==> src/hw/rtl/mcr_pkg.sv <==
// ----------------------------------------------------------------------------
// mcr_pkg
// Shared constants for the circle rasteriser: command codes, decision
// variable terms, points per group with their index type, and queue depth.
// ----------------------------------------------------------------------------
package mcr_pkg;

  localparam logic CMD_START = 1'b0;
  localparam logic CMD_STEP  = 1'b1;

  localparam int DEC_INIT    = 3;
  localparam int DEC_INC_NEG = 6;
  localparam int DEC_INC_POS = 10;

  localparam int POINTS_PER_GROUP = 8;
  localparam int POINT_IDX_BITS   = $clog2(POINTS_PER_GROUP);

  typedef logic [POINT_IDX_BITS-1:0] point_idx_t;

  localparam point_idx_t LAST_POINT = point_idx_t'(POINTS_PER_GROUP - 1);

  localparam int QUEUE_DEPTH = 2;

endpackage

==> src/hw/rtl/mcr_front.sv <==
// ----------------------------------------------------------------------------
// mcr_front
// Takes commands, holds the octant position and decision variable, and
// hands one group descriptor per start or live step to the group queue.
// ----------------------------------------------------------------------------
module mcr_front #(
  parameter int COORD_BITS  = 12,
  parameter int RADIUS_BITS = 11
) (
  input  logic                   clk,
  input  logic                   rst,
  input  logic                   push,
  input  logic                   cmd,
  input  logic [COORD_BITS-1:0]  center_x,
  input  logic [COORD_BITS-1:0]  center_y,
  input  logic [RADIUS_BITS-1:0] radius,
  input  logic                   q_full,
  output logic                   q_push,
  output logic [RADIUS_BITS-1:0] grp_x,
  output logic [RADIUS_BITS-1:0] grp_y,
  output logic [COORD_BITS-1:0]  grp_cx,
  output logic [COORD_BITS-1:0]  grp_cy,
  output logic                   grp_done
);
  import mcr_pkg::*;

  localparam int DW = RADIUS_BITS + 5;
  localparam int CW = RADIUS_BITS + 2;

  logic [RADIUS_BITS-1:0] octant_x;
  logic [RADIUS_BITS-1:0] octant_y;
  logic signed [DW-1:0]   decision;
  logic [COORD_BITS-1:0]  centre_col;
  logic [COORD_BITS-1:0]  centre_row;
  logic                   active;

  logic                   accept;
  logic                   start;
  logic [RADIUS_BITS-1:0] cur_x;
  logic [RADIUS_BITS-1:0] cur_y;
  logic signed [DW-1:0]   cur_d;
  logic signed [DW-1:0]   x4;
  logic signed [DW-1:0]   y4;
  logic signed [DW-1:0]   y2;
  logic                   dec_neg;
  logic signed [DW-1:0]   decision_next;
  logic [RADIUS_BITS-1:0] octant_y_next;
  logic signed [CW-1:0]   x_inc;
  logic signed [CW-1:0]   y_cmp;
  logic                   done;

  assign accept = push && !q_full;
  assign start  = (cmd == CMD_START);
  assign q_push = accept && (start || active);

  always_comb begin
    cur_x   = start ? '0 : octant_x;
    cur_y   = start ? radius : octant_y;
    y2      = $signed({{(DW-RADIUS_BITS-1){1'b0}}, radius, 1'b0});
    cur_d   = start ? (DW'(DEC_INIT) - y2) : decision;
    x4      = $signed({{(DW-RADIUS_BITS-2){1'b0}}, cur_x, 2'b00});
    y4      = $signed({{(DW-RADIUS_BITS-2){1'b0}}, cur_y, 2'b00});
    dec_neg = cur_d[DW-1];
    if (dec_neg) begin
      decision_next = cur_d + x4 + DW'(DEC_INC_NEG);
      octant_y_next = cur_y;
      y_cmp         = $signed({2'b00, cur_y});
    end else begin
      decision_next = cur_d + x4 - y4 + DW'(DEC_INC_POS);
      octant_y_next = cur_y - RADIUS_BITS'(1);
      y_cmp         = $signed({2'b00, cur_y}) - CW'(1);
    end
    x_inc = $signed({2'b00, cur_x}) + CW'(1);
    done  = x_inc > y_cmp;
  end

  assign grp_x    = cur_x;
  assign grp_y    = cur_y;
  assign grp_cx   = start ? center_x : centre_col;
  assign grp_cy   = start ? center_y : centre_row;
  assign grp_done = done;

  always_ff @(posedge clk) begin
    if (rst) begin
      active <= 1'b0;
    end else if (q_push) begin
      active <= !done;
    end
  end

  always_ff @(posedge clk) begin
    if (q_push) begin
      octant_x   <= cur_x + RADIUS_BITS'(1);
      octant_y   <= octant_y_next;
      decision   <= decision_next;
      centre_col <= grp_cx;
      centre_row <= grp_cy;
    end
  end

endmodule

==> src/hw/rtl/mcr_queue.sv <==
// ----------------------------------------------------------------------------
// mcr_queue
// Short show-ahead queue of group descriptors between front and back.
// ----------------------------------------------------------------------------
module mcr_queue #(
  parameter int WIDTH = 47
) (
  input  logic             clk,
  input  logic             rst,
  input  logic             wr_en,
  input  logic [WIDTH-1:0] wr_data,
  output logic             full,
  input  logic             rd_en,
  output logic             rd_valid,
  output logic [WIDTH-1:0] rd_data
);
  import mcr_pkg::*;

  localparam int PW = (QUEUE_DEPTH > 1) ? $clog2(QUEUE_DEPTH) : 1;
  localparam int NW = $clog2(QUEUE_DEPTH + 1);

  logic [WIDTH-1:0] slots [QUEUE_DEPTH];
  logic [PW-1:0]    wr_ptr;
  logic [PW-1:0]    rd_ptr;
  logic [NW-1:0]    count;
  logic             do_wr;
  logic             do_rd;

  assign full     = (count == NW'(QUEUE_DEPTH));
  assign rd_valid = (count != '0);
  assign rd_data  = slots[rd_ptr];
  assign do_wr    = wr_en && !full;
  assign do_rd    = rd_en && rd_valid;

  always_ff @(posedge clk) begin
    if (rst) begin
      wr_ptr <= '0;
      rd_ptr <= '0;
      count  <= '0;
    end else begin
      if (do_wr) begin
        wr_ptr <= (wr_ptr == PW'(QUEUE_DEPTH - 1)) ? '0 : wr_ptr + PW'(1);
      end
      if (do_rd) begin
        rd_ptr <= (rd_ptr == PW'(QUEUE_DEPTH - 1)) ? '0 : rd_ptr + PW'(1);
      end
      if (do_wr && !do_rd) begin
        count <= count + NW'(1);
      end else if (do_rd && !do_wr) begin
        count <= count - NW'(1);
      end
    end
  end

  always_ff @(posedge clk) begin
    if (do_wr) begin
      slots[wr_ptr] <= wr_data;
    end
  end

endmodule

==> src/hw/rtl/mcr_back.sv <==
// ----------------------------------------------------------------------------
// mcr_back
// Walks the eight symmetric points of the group at the queue head, one per
// cycle while the result stage is free or being popped, into a registered result stage.
// ----------------------------------------------------------------------------
module mcr_back #(
  parameter int COORD_BITS  = 12,
  parameter int RADIUS_BITS = 11,
  parameter int PIX_BITS    = 14
) (
  input  logic                       clk,
  input  logic                       rst,
  input  logic                       grp_valid,
  input  logic [RADIUS_BITS-1:0]     grp_x,
  input  logic [RADIUS_BITS-1:0]     grp_y,
  input  logic [COORD_BITS-1:0]      grp_cx,
  input  logic [COORD_BITS-1:0]      grp_cy,
  input  logic                       grp_done,
  output logic                       grp_pop,
  output logic                       empty,
  input  logic                       pop,
  output logic signed [PIX_BITS-1:0] pixel_x,
  output logic signed [PIX_BITS-1:0] pixel_y,
  output logic                       last_of_group,
  output logic                       circle_done
);
  import mcr_pkg::*;

  point_idx_t                 idx;
  logic                       out_valid;
  logic                       load;
  logic [PIX_BITS-1:0]        col_off;
  logic [PIX_BITS-1:0]        row_off;
  logic [PIX_BITS-1:0]        cx_ext;
  logic [PIX_BITS-1:0]        cy_ext;
  logic signed [PIX_BITS-1:0] pt_x;
  logic signed [PIX_BITS-1:0] pt_y;

  assign load    = grp_valid && (!out_valid || pop);
  assign grp_pop = load && (idx == LAST_POINT);
  assign empty   = !out_valid;

  // idx[2] swaps the axes, idx[0] negates the column, idx[1] the row
  always_comb begin
    cx_ext  = PIX_BITS'(grp_cx);
    cy_ext  = PIX_BITS'(grp_cy);
    col_off = idx[2] ? PIX_BITS'(grp_y) : PIX_BITS'(grp_x);
    row_off = idx[2] ? PIX_BITS'(grp_x) : PIX_BITS'(grp_y);
    pt_x    = $signed(idx[0] ? (cx_ext - col_off) : (cx_ext + col_off));
    pt_y    = $signed(idx[1] ? (cy_ext - row_off) : (cy_ext + row_off));
  end

  always_ff @(posedge clk) begin
    if (rst) begin
      idx       <= '0;
      out_valid <= 1'b0;
    end else begin
      if (load) begin
        idx       <= idx + point_idx_t'(1);
        out_valid <= 1'b1;
      end else if (pop) begin
        out_valid <= 1'b0;
      end
    end
  end

  always_ff @(posedge clk) begin
    if (load) begin
      pixel_x       <= pt_x;
      pixel_y       <= pt_y;
      last_of_group <= (idx == LAST_POINT);
      circle_done   <= grp_done;
    end
  end

endmodule

==> src/hw/rtl/midpoint_circle_rasterizer.sv <==
// ----------------------------------------------------------------------------
// midpoint_circle_rasterizer
// Bresenham circle generator: start and step commands in, plotted points out.
// ----------------------------------------------------------------------------
// Input channel: push/full. An item is taken when push is high and full low.
//   cmd = start loads centre and radius and yields the first group of eight
//   points; cmd = step yields the next group, or nothing when no circle runs.
// Result channel: empty/pop. The oldest point sits on pixel_x/pixel_y with
//   last_of_group on every eighth point and circle_done on the final group.
// Path: a command's group is written to the group queue, and its points pass
//   from the queue head through the registered result stage to the ports.
// Throughput: one point per cycle while the receiver pops, eight points per
//   producing command, set by the single registered result stage. Commands
//   themselves are taken one per cycle until the two-entry group queue fills.
// Reset (rst, synchronous): queue and result stage empty, no circle running.
// When the receiver stops popping, the result stage holds, the queue fills
//   and full rises; nothing is dropped.
// ----------------------------------------------------------------------------
module midpoint_circle_rasterizer #(
  parameter int COORD_BITS  = 12,
  parameter int RADIUS_BITS = 11,
  localparam int PIX_BITS   =
    ((COORD_BITS > RADIUS_BITS) ? COORD_BITS : RADIUS_BITS) + 2
) (
  input  logic                       clk,
  input  logic                       rst,
  input  logic                       push,
  output logic                       full,
  input  logic                       cmd,
  input  logic [COORD_BITS-1:0]      center_x,
  input  logic [COORD_BITS-1:0]      center_y,
  input  logic [RADIUS_BITS-1:0]     radius,
  output logic                       empty,
  input  logic                       pop,
  output logic signed [PIX_BITS-1:0] pixel_x,
  output logic signed [PIX_BITS-1:0] pixel_y,
  output logic                       last_of_group,
  output logic                       circle_done
);
  import mcr_pkg::*;

  localparam int GW = 2 * RADIUS_BITS + 2 * COORD_BITS + 1;

  logic                   q_push;
  logic                   q_full;
  logic                   q_valid;
  logic                   q_pop;
  logic [GW-1:0]          q_wr_data;
  logic [GW-1:0]          q_rd_data;
  logic [RADIUS_BITS-1:0] f_x;
  logic [RADIUS_BITS-1:0] f_y;
  logic [COORD_BITS-1:0]  f_cx;
  logic [COORD_BITS-1:0]  f_cy;
  logic                   f_done;
  logic [RADIUS_BITS-1:0] b_x;
  logic [RADIUS_BITS-1:0] b_y;
  logic [COORD_BITS-1:0]  b_cx;
  logic [COORD_BITS-1:0]  b_cy;
  logic                   b_done;

  assign full      = q_full;
  assign q_wr_data = {f_done, f_cy, f_cx, f_y, f_x};
  assign {b_done, b_cy, b_cx, b_y, b_x} = q_rd_data;

  mcr_front #(
    .COORD_BITS  (COORD_BITS),
    .RADIUS_BITS (RADIUS_BITS)
  ) u_front (
    .clk      (clk),
    .rst      (rst),
    .push     (push),
    .cmd      (cmd),
    .center_x (center_x),
    .center_y (center_y),
    .radius   (radius),
    .q_full   (q_full),
    .q_push   (q_push),
    .grp_x    (f_x),
    .grp_y    (f_y),
    .grp_cx   (f_cx),
    .grp_cy   (f_cy),
    .grp_done (f_done)
  );

  mcr_queue #(
    .WIDTH (GW)
  ) u_queue (
    .clk      (clk),
    .rst      (rst),
    .wr_en    (q_push),
    .wr_data  (q_wr_data),
    .full     (q_full),
    .rd_en    (q_pop),
    .rd_valid (q_valid),
    .rd_data  (q_rd_data)
  );

  mcr_back #(
    .COORD_BITS  (COORD_BITS),
    .RADIUS_BITS (RADIUS_BITS),
    .PIX_BITS    (PIX_BITS)
  ) u_back (
    .clk           (clk),
    .rst           (rst),
    .grp_valid     (q_valid),
    .grp_x         (b_x),
    .grp_y         (b_y),
    .grp_cx        (b_cx),
    .grp_cy        (b_cy),
    .grp_done      (b_done),
    .grp_pop       (q_pop),
    .empty         (empty),
    .pop           (pop),
    .pixel_x       (pixel_x),
    .pixel_y       (pixel_y),
    .last_of_group (last_of_group),
    .circle_done   (circle_done)
  );

endmodule
==> config.mk <==
export PLATFORM = sky130hd
export DESIGN_NAME = midpoint_circle_rasterizer
export DESIGN_NICKNAME = d
export VERILOG_FILES = /design/src/hw/rtl/mcr_pkg.sv /design/src/hw/rtl/mcr_front.sv /design/src/hw/rtl/mcr_queue.sv /design/src/hw/rtl/mcr_back.sv /design/src/hw/rtl/midpoint_circle_rasterizer.sv
export SDC_FILE = /design/constraint.sdc
export NUM_CORES = 1
export LEC_CHECK = 0
export BUFFER_PORTS_ARGS = -buffer_cell sky130_fd_sc_hd__buf_2
export CORE_ASPECT_RATIO = 0.7
export CORE_MARGIN = 3
export CORE_UTILIZATION = 55
export DETAILED_ROUTE_END_ITERATION = 10
export PLACE_DENSITY = 0.77
export SLEW_MARGIN = 20
export SYNTH_ARGS = -nofsm -noshare
export SYNTH_HDL_FRONTEND = slang
export SYNTH_SLANG_ARGS = --single-unit
==> constraint.sdc <==
create_clock -name clk -period 17.1 [get_ports clk]
set_input_delay 1.71 -clock clk [delete_from_list [all_inputs] [get_ports clk]]
set_output_delay 1.71 -clock clk [all_outputs]
set_load 0.05 [all_outputs]
[Yosys cells after proc, flatten, opt, wreduce, memory -nomap -nowiden]
Memories as Yosys holds them, arrays and structs flattened. A register that Yosys moved wholly into a read port is not among the register bits.
Index checks and enable logic that the tools add are counted.
Storage, ports and cells
  output and inout port bits: 32
  bits in writable memories: 94
  word-level logic and storage cells: 78
  input port bits: 40
  register bits after elaboration: 101
  memories: 1
Memories
  u_queue.slots: depth 2, width 47, read ports 1, clocked after memory_dff 1, wr ports 1, RTL line mcr_queue.sv:22  | logic [WIDTH-1:0] slots [QUEUE_DEPTH];
Operators by class
  muxes and demuxes: 22
  add/sub/neg operators: 18
  magnitude comparators: 1
  bitwise operators: 1
  reduce and logical (&&, ||, !) cells: 18
  equal/unequal tests: 2
Operators with widths (count)
  $mux W11: 5
  $mux W16: 2
  $add A12 B14 Y14: 2
  $mux W14: 2
  $sub A12 B14 Y14: 2
  $mux W12: 2
  $add A16 B14 Y16: 1
  $add A16 B4 Y16 const B: 1
  $add A16 B5 Y16 const B: 1
  $sub A16 B14 Y16: 1
  $gt A13 B13 Y1: 1
  $mux W13: 1
  $sub A2 B12 Y13 const A: 1
  $add A11 B1 Y12 const B: 1
  $sub A11 B1 Y12 const B: 1
  $add A11 B1 Y11 const B: 1
  $sub A11 B1 Y11 const B: 1
  $logic_and A1 B1 Y1: 8
  $mux W1: 8
  $reduce_bool A2 Y1: 3
  $logic_not A1 Y1: 5
  $mux W2: 2
  $add A3 B1 Y3 const B: 1
  $eq A3 B3 Y1 const B: 1
  6 further kinds: 8

[Logic depth before layout (Yosys ltp)]
  word-level depth: 9
  depth in mapped cells: 25

[Hierarchy]
A second synthesis with hierarchy kept.
Second synthesis, totals
  cell total of the unflattened synthesis: 1087
  area, all modules: 12289.3 µm²
By module, submodules not included
  mcr_front: cells an instance 523, seq. area each 1851.8 µm², times used 1, area each 5171.2 µm²
  mcr_queue: cells an instance 171, seq. area each 2922.8 µm², times used 1, area each 3607.2 µm²
  mcr_back: cells an instance 393, seq. area each 980.9 µm², times used 1, area each 3510.9 µm²

[Worst setup path after synthesis]
OpenSTA, ideal clock, no wires.
  path type: in2reg
  from: input port cmd
  to: register u_front.decision[15] (data pin)
  library setup time: 0.264 ns
  required time: 16.836 ns
  stages on the path: 25
  buffers on the path: 6
  arrival time: 6.716 ns
  slack: 10.120 ns
  path through: buf_4 clkbuf_1 clkbuf_1 clkbuf_1 clkbuf_1 nand2_1 nand2_1 ha_1 inv_1 fa_1 nand3b_1 a31oi_1 nor2_1 xnor2_1 ha_1 ha_1 clkbuf_1 and3_1 a21oi_1 o31ai_1 or4_1 a311oi_1 xor2_1 a21oi_1 xnor2_1
On the way
  longest elaborated chain between the ends: 5
  elaborated cells on any way between the ends: 8
  those cells by class: 4 x add/sub; 4 x mux
RTL lines
  start, declared: RTL line midpoint_circle_rasterizer.sv:29  | input logic cmd,
  $mux W16 or $mux W11 (tied branches): RTL line mcr_front.sv:60, mcr_front.sv:57
  $add A16 B14 Y16: RTL line mcr_front.sv:65, mcr_front.sv:69
  $sub A16 B14 Y16: RTL line mcr_front.sv:69  | decision_next = cur_d + x4 - y4 + DW'(DEC_INC_POS);
  $add A16 B5 Y16: RTL line mcr_front.sv:69
  $mux W16 (*): RTL line mcr_front.sv:64  | if (dec_neg) begin
  via u_front.decision_next[15]: RTL line mcr_front.sv:46  | logic signed [DW-1:0] decision_next;
  end signal, assigned: RTL line mcr_front.sv:95  | decision <= decision_next;
  end, declared: RTL line mcr_front.sv:32  | logic signed [DW-1:0] decision;
The timed path passes the listed nets; every way through them passes the cells marked *.
A chain may end at the register's enable or synchronous reset.

[Worst setup path after layout]
  from: input port cmd
  to: register u_front.decision[15] (data pin)
On the way
  longest elaborated chain between the ends: 5
  elaborated cells on any way between the ends: 8
  those cells by class: 4 x add/sub; 4 x mux
RTL lines
  $mux W11 (*): RTL line mcr_front.sv:57  | cur_x = start ? '0 : octant_x;
  via f_x[0]: RTL line midpoint_circle_rasterizer.sv:50  | logic [RADIUS_BITS-1:0] f_x;
  $add A16 B14 Y16 (*): RTL line mcr_front.sv:65, mcr_front.sv:69
  $sub A16 B14 Y16: RTL line mcr_front.sv:69
  $add A16 B5 Y16: RTL line mcr_front.sv:69
  $mux W16 (*): RTL line mcr_front.sv:64
  via u_front.decision_next[15]: RTL line mcr_front.sv:46
Marked as above.

==> results.cfg <==
[cts]
cts_tree = done
postCtsSetupBuffers = 0
clockBufferDepth = 2
hold_buffers = 0
root_buffer = clkbuf_16
clk_latency_ps = 440
clock_tree.htree_level_count = 4
cts_buffers = 17
clkSinkCount = 195
ctsResizeCount = 0
cts.clk_slew.worst_paths_ps = 70

[setup_path]
crit_family = simple AND/OR/NAND/NOR gates
crit_chain = buf_2 -> buf_4 -> and2_1 -> ha_1 -> inv_1 -> fa_1 -> nand3b_1 -> a31oi_1 -> nor2_1 -> xnor2_1 -> ha_1 -> ha_1 -> and3_1 -> a21oi_1 -> o31ai_1 -> or4_1 -> a311oi_1 -> xor2_1 -> a21oi_1 -> xnor2_1
crit_top_cell = ha_1
required_ps = 17290
crit_type = primary input to flop
slowest_delay_ps = 630
cp_slowest_cell = buf_4
path_buf_inv = 3
critPathLaunchType = primary input
critPathMaxFanout = 72
crit_path_end_kind = flop
cp.arrival_ps = 6740

[yosys]
yosys_warnings = 0
synth_fa_ha_area_frac = 0.116
syn_nets = 1192
synth_flop_cell = edfxtp_1
ys_top_cells_by_area = edfxtp_1 47%, ha_1 11%, mux2_2 5.7%
synthMuxAreaShare = 0.0840
synth_simple_gate_area_share = 0.110
ys_types = 68
synthArstFlopShare = 0
synth_area_leader_cell = edfxtp_1
synth_area_per_cell_um2 = 11.3
syn_area_um2 = 11800
synth_xor_area_frac = 0.0623
ys_seq_area_frac = 0.488
yosysTopAreaCellShare = 0.471
synth_compound_area_frac = 0.101
synth_cells = 1046
synth-seq-cells = 195
synth_top_family_by_area = adder cells
synth_edf_count = 185

[timing]
rsz0062_at_grt = false
fin_crit_ps = 6560
max_clock_freq_mhz = 153
drv_slew = 0
finalSetupViolCount = 0
worstMarginPinSlew_ps = 873
relSlewSlack = 0.418
setup_tns_ps = 0
finalCritPeriodShare = 0.383
hold_violations = 0
skew_ps = 9.63

[grt]
global_route.usage.met1 = 0.303
antenna_found_initial = 0
grt_max_degree = 73
grt_overflow = 0
first_global_vias = 7566
gr-usage-all-layers = 0.212
met3_usage = 0.0438
top_usage_layer = met2
grtUsageMet2 = 0.337
grt_pass1_wl_um = 39200

[floorplanning]
io_pins = 72
design.core.area_um2 = 20900
die_y_um = 129
fp.dieW_um = 181
rows = 44
start_util = 0.564
die_area_um2 = 23300

[min_path]
hold_path.class = flop to flop

[cells_and_area]
area_delta_synth_final_pct = 10.6
nFillCells = 1604
nets = 1263
n_antenna_cell = 0
post_route_cells_drive_above_1_share = 0.178
final_common_cell = edfxtp_1
layout_common_cells = 185 x edfxtp_1, 101 x ha_1, 95 x inv_1, 79 x nand2_1, 71 x buf_2

[pwr]
vdd_drop_max_v = 0.0000718
switchingPower_uw = 498
comb_power_share = 0.315
sw_frac_of_total = 0.336
leakage_nw = 5.25
seq_power_share = 0.413
p_int_uw = 986
p_clk_frac = 0.272
p_per_area_nw_per_um2 = 114
power_mw = 1.48

[route]
vias = 8013
ant_nets = 0
drtIter0Drc = 671
viasPerCell = 5.70
drt_first_pass_iters = 5
drc = 0
post_drt_wl_per_cell_um = 17.5
wl_um = 24600

[placed_design]
numPortBuffers = 71
dp_hpwl_um = 17800
gp_congestion = 0.876

[job]
max-cap-violations = 0

[outcome]
run_status = completed
-- state kept, by name, summed over array words and instances (netlist names), 11 cells and up, named ones only --
register            flops
u_queue.slots          94
u_front.decision       15
u_back.pixel_x         14
u_back.pixel_y         14
u_front.centre_col     12
u_front.centre_row     12
u_front.octant_x       11
u_front.octant_y       11
-- tightest hold or removal path, cell delays in order (launching register included) --
cell and delay, ps:
dfxtp_1 310, nand2b_1 80, a21oi_1 70
-- cell usage after synthesis (all sizes together) (2+ instances only) --
cell type	number
a211oi	6
a21boi	3
a21o	11
a21oi	58
a31o	2
a31oi	8
and2	15
and3	10
and4	2
buf	8
clkbuf	19
dfxtp	10
edfxtp	185
fa	5
ha	101
inv	95
mux2	60
mux2i	27
mux4	2
nand2	80
nand2b	11
nand3	16
nand4	5
nor2	50
nor2b	10
nor3	17
nor4	7
o211a	2
o211ai	6
o21a	4
o21ai	62
o21bai	10
o22ai	2
o31a	3
o31ai	7
or2	15
or3	6
or4	4
xnor2	51
xor2	33
-- layer usage --
metal	wire, um	vias up
met2	11100	192
li1	-	3907
met5	0	-
met4	259	0
met1	11900	3888
met3	1350	26
-- power by group through the flow --
stage / Clock, mW / Sequential (mW) / Combinational (mW)
after floorplan: 0 / 0.674 / 0.310
after global placement: 0 / 0.622 / 0.451
after global routing: 0.428 / 0.618 / 0.517
after CTS: 0.409 / 0.614 / 0.466
final: 0.403 / 0.613 / 0.468
after detailed placement: 0 / 0.624 / 0.462
-- path summary, 6_finish.rpt --
check | from | endpoint | slack [ps] | depth (start not counted)
setup / recovery | cmd | u_front.decision[15] | 10540 | 20
hold / removal | u_back.out_valid | u_back.out_valid | 510 | 2
hold reg to reg | u_back.out_valid | u_back.out_valid | 510 | 2
setup reg to reg | u_front.octant_x[0] | u_front.decision[15] | 12310 | 18
-- kinds of logic after synthesis --
kind of cell	count (synthesis)
AO/OA/AOI/OAI	196
XOR/XNOR	84
adder cells (fa/ha/maj)	106
buffers and inverters	123
flip-flops	195
multiplexers	89
AND/OR/NAND/NOR	253
-- layout make-up --
class,count,area [um2],share of cell area
Clock buffer,18,429,0.0329
Tap cell,276,345,0.0265
Multi-Input combinational cell,728,5590,0.429
Sequential cell,195,5760,0.441
Timing Repair Buffer,79,415,0.0318
Clock inverter,14,151,0.0116
Inverter,96,360,0.0276
-- per-stage QoR --
| step | setup slack (ps) | cell area [um2] | hold slack [ps] | utilization | cells |
|---|---|---|---|---|---|
| final | 10540 | 13100 | 513 | 0.624 | 1406 |
| after detailed placement | 10040 | 12500 | 501 | 0.596 | 1374 |
| after global placement | 10210 | 12500 | 483 | 0.596 | 1374 |
| after floorplan | 10120 | 11800 | 470 | - | 1046 |
| after global routing | 10070 | 13100 | 534 | 0.624 | 1406 |
| after CTS | 10510 | 13100 | 516 | 0.624 | 1406 |
Note: power is estimated with default switching activity, not from simulation.
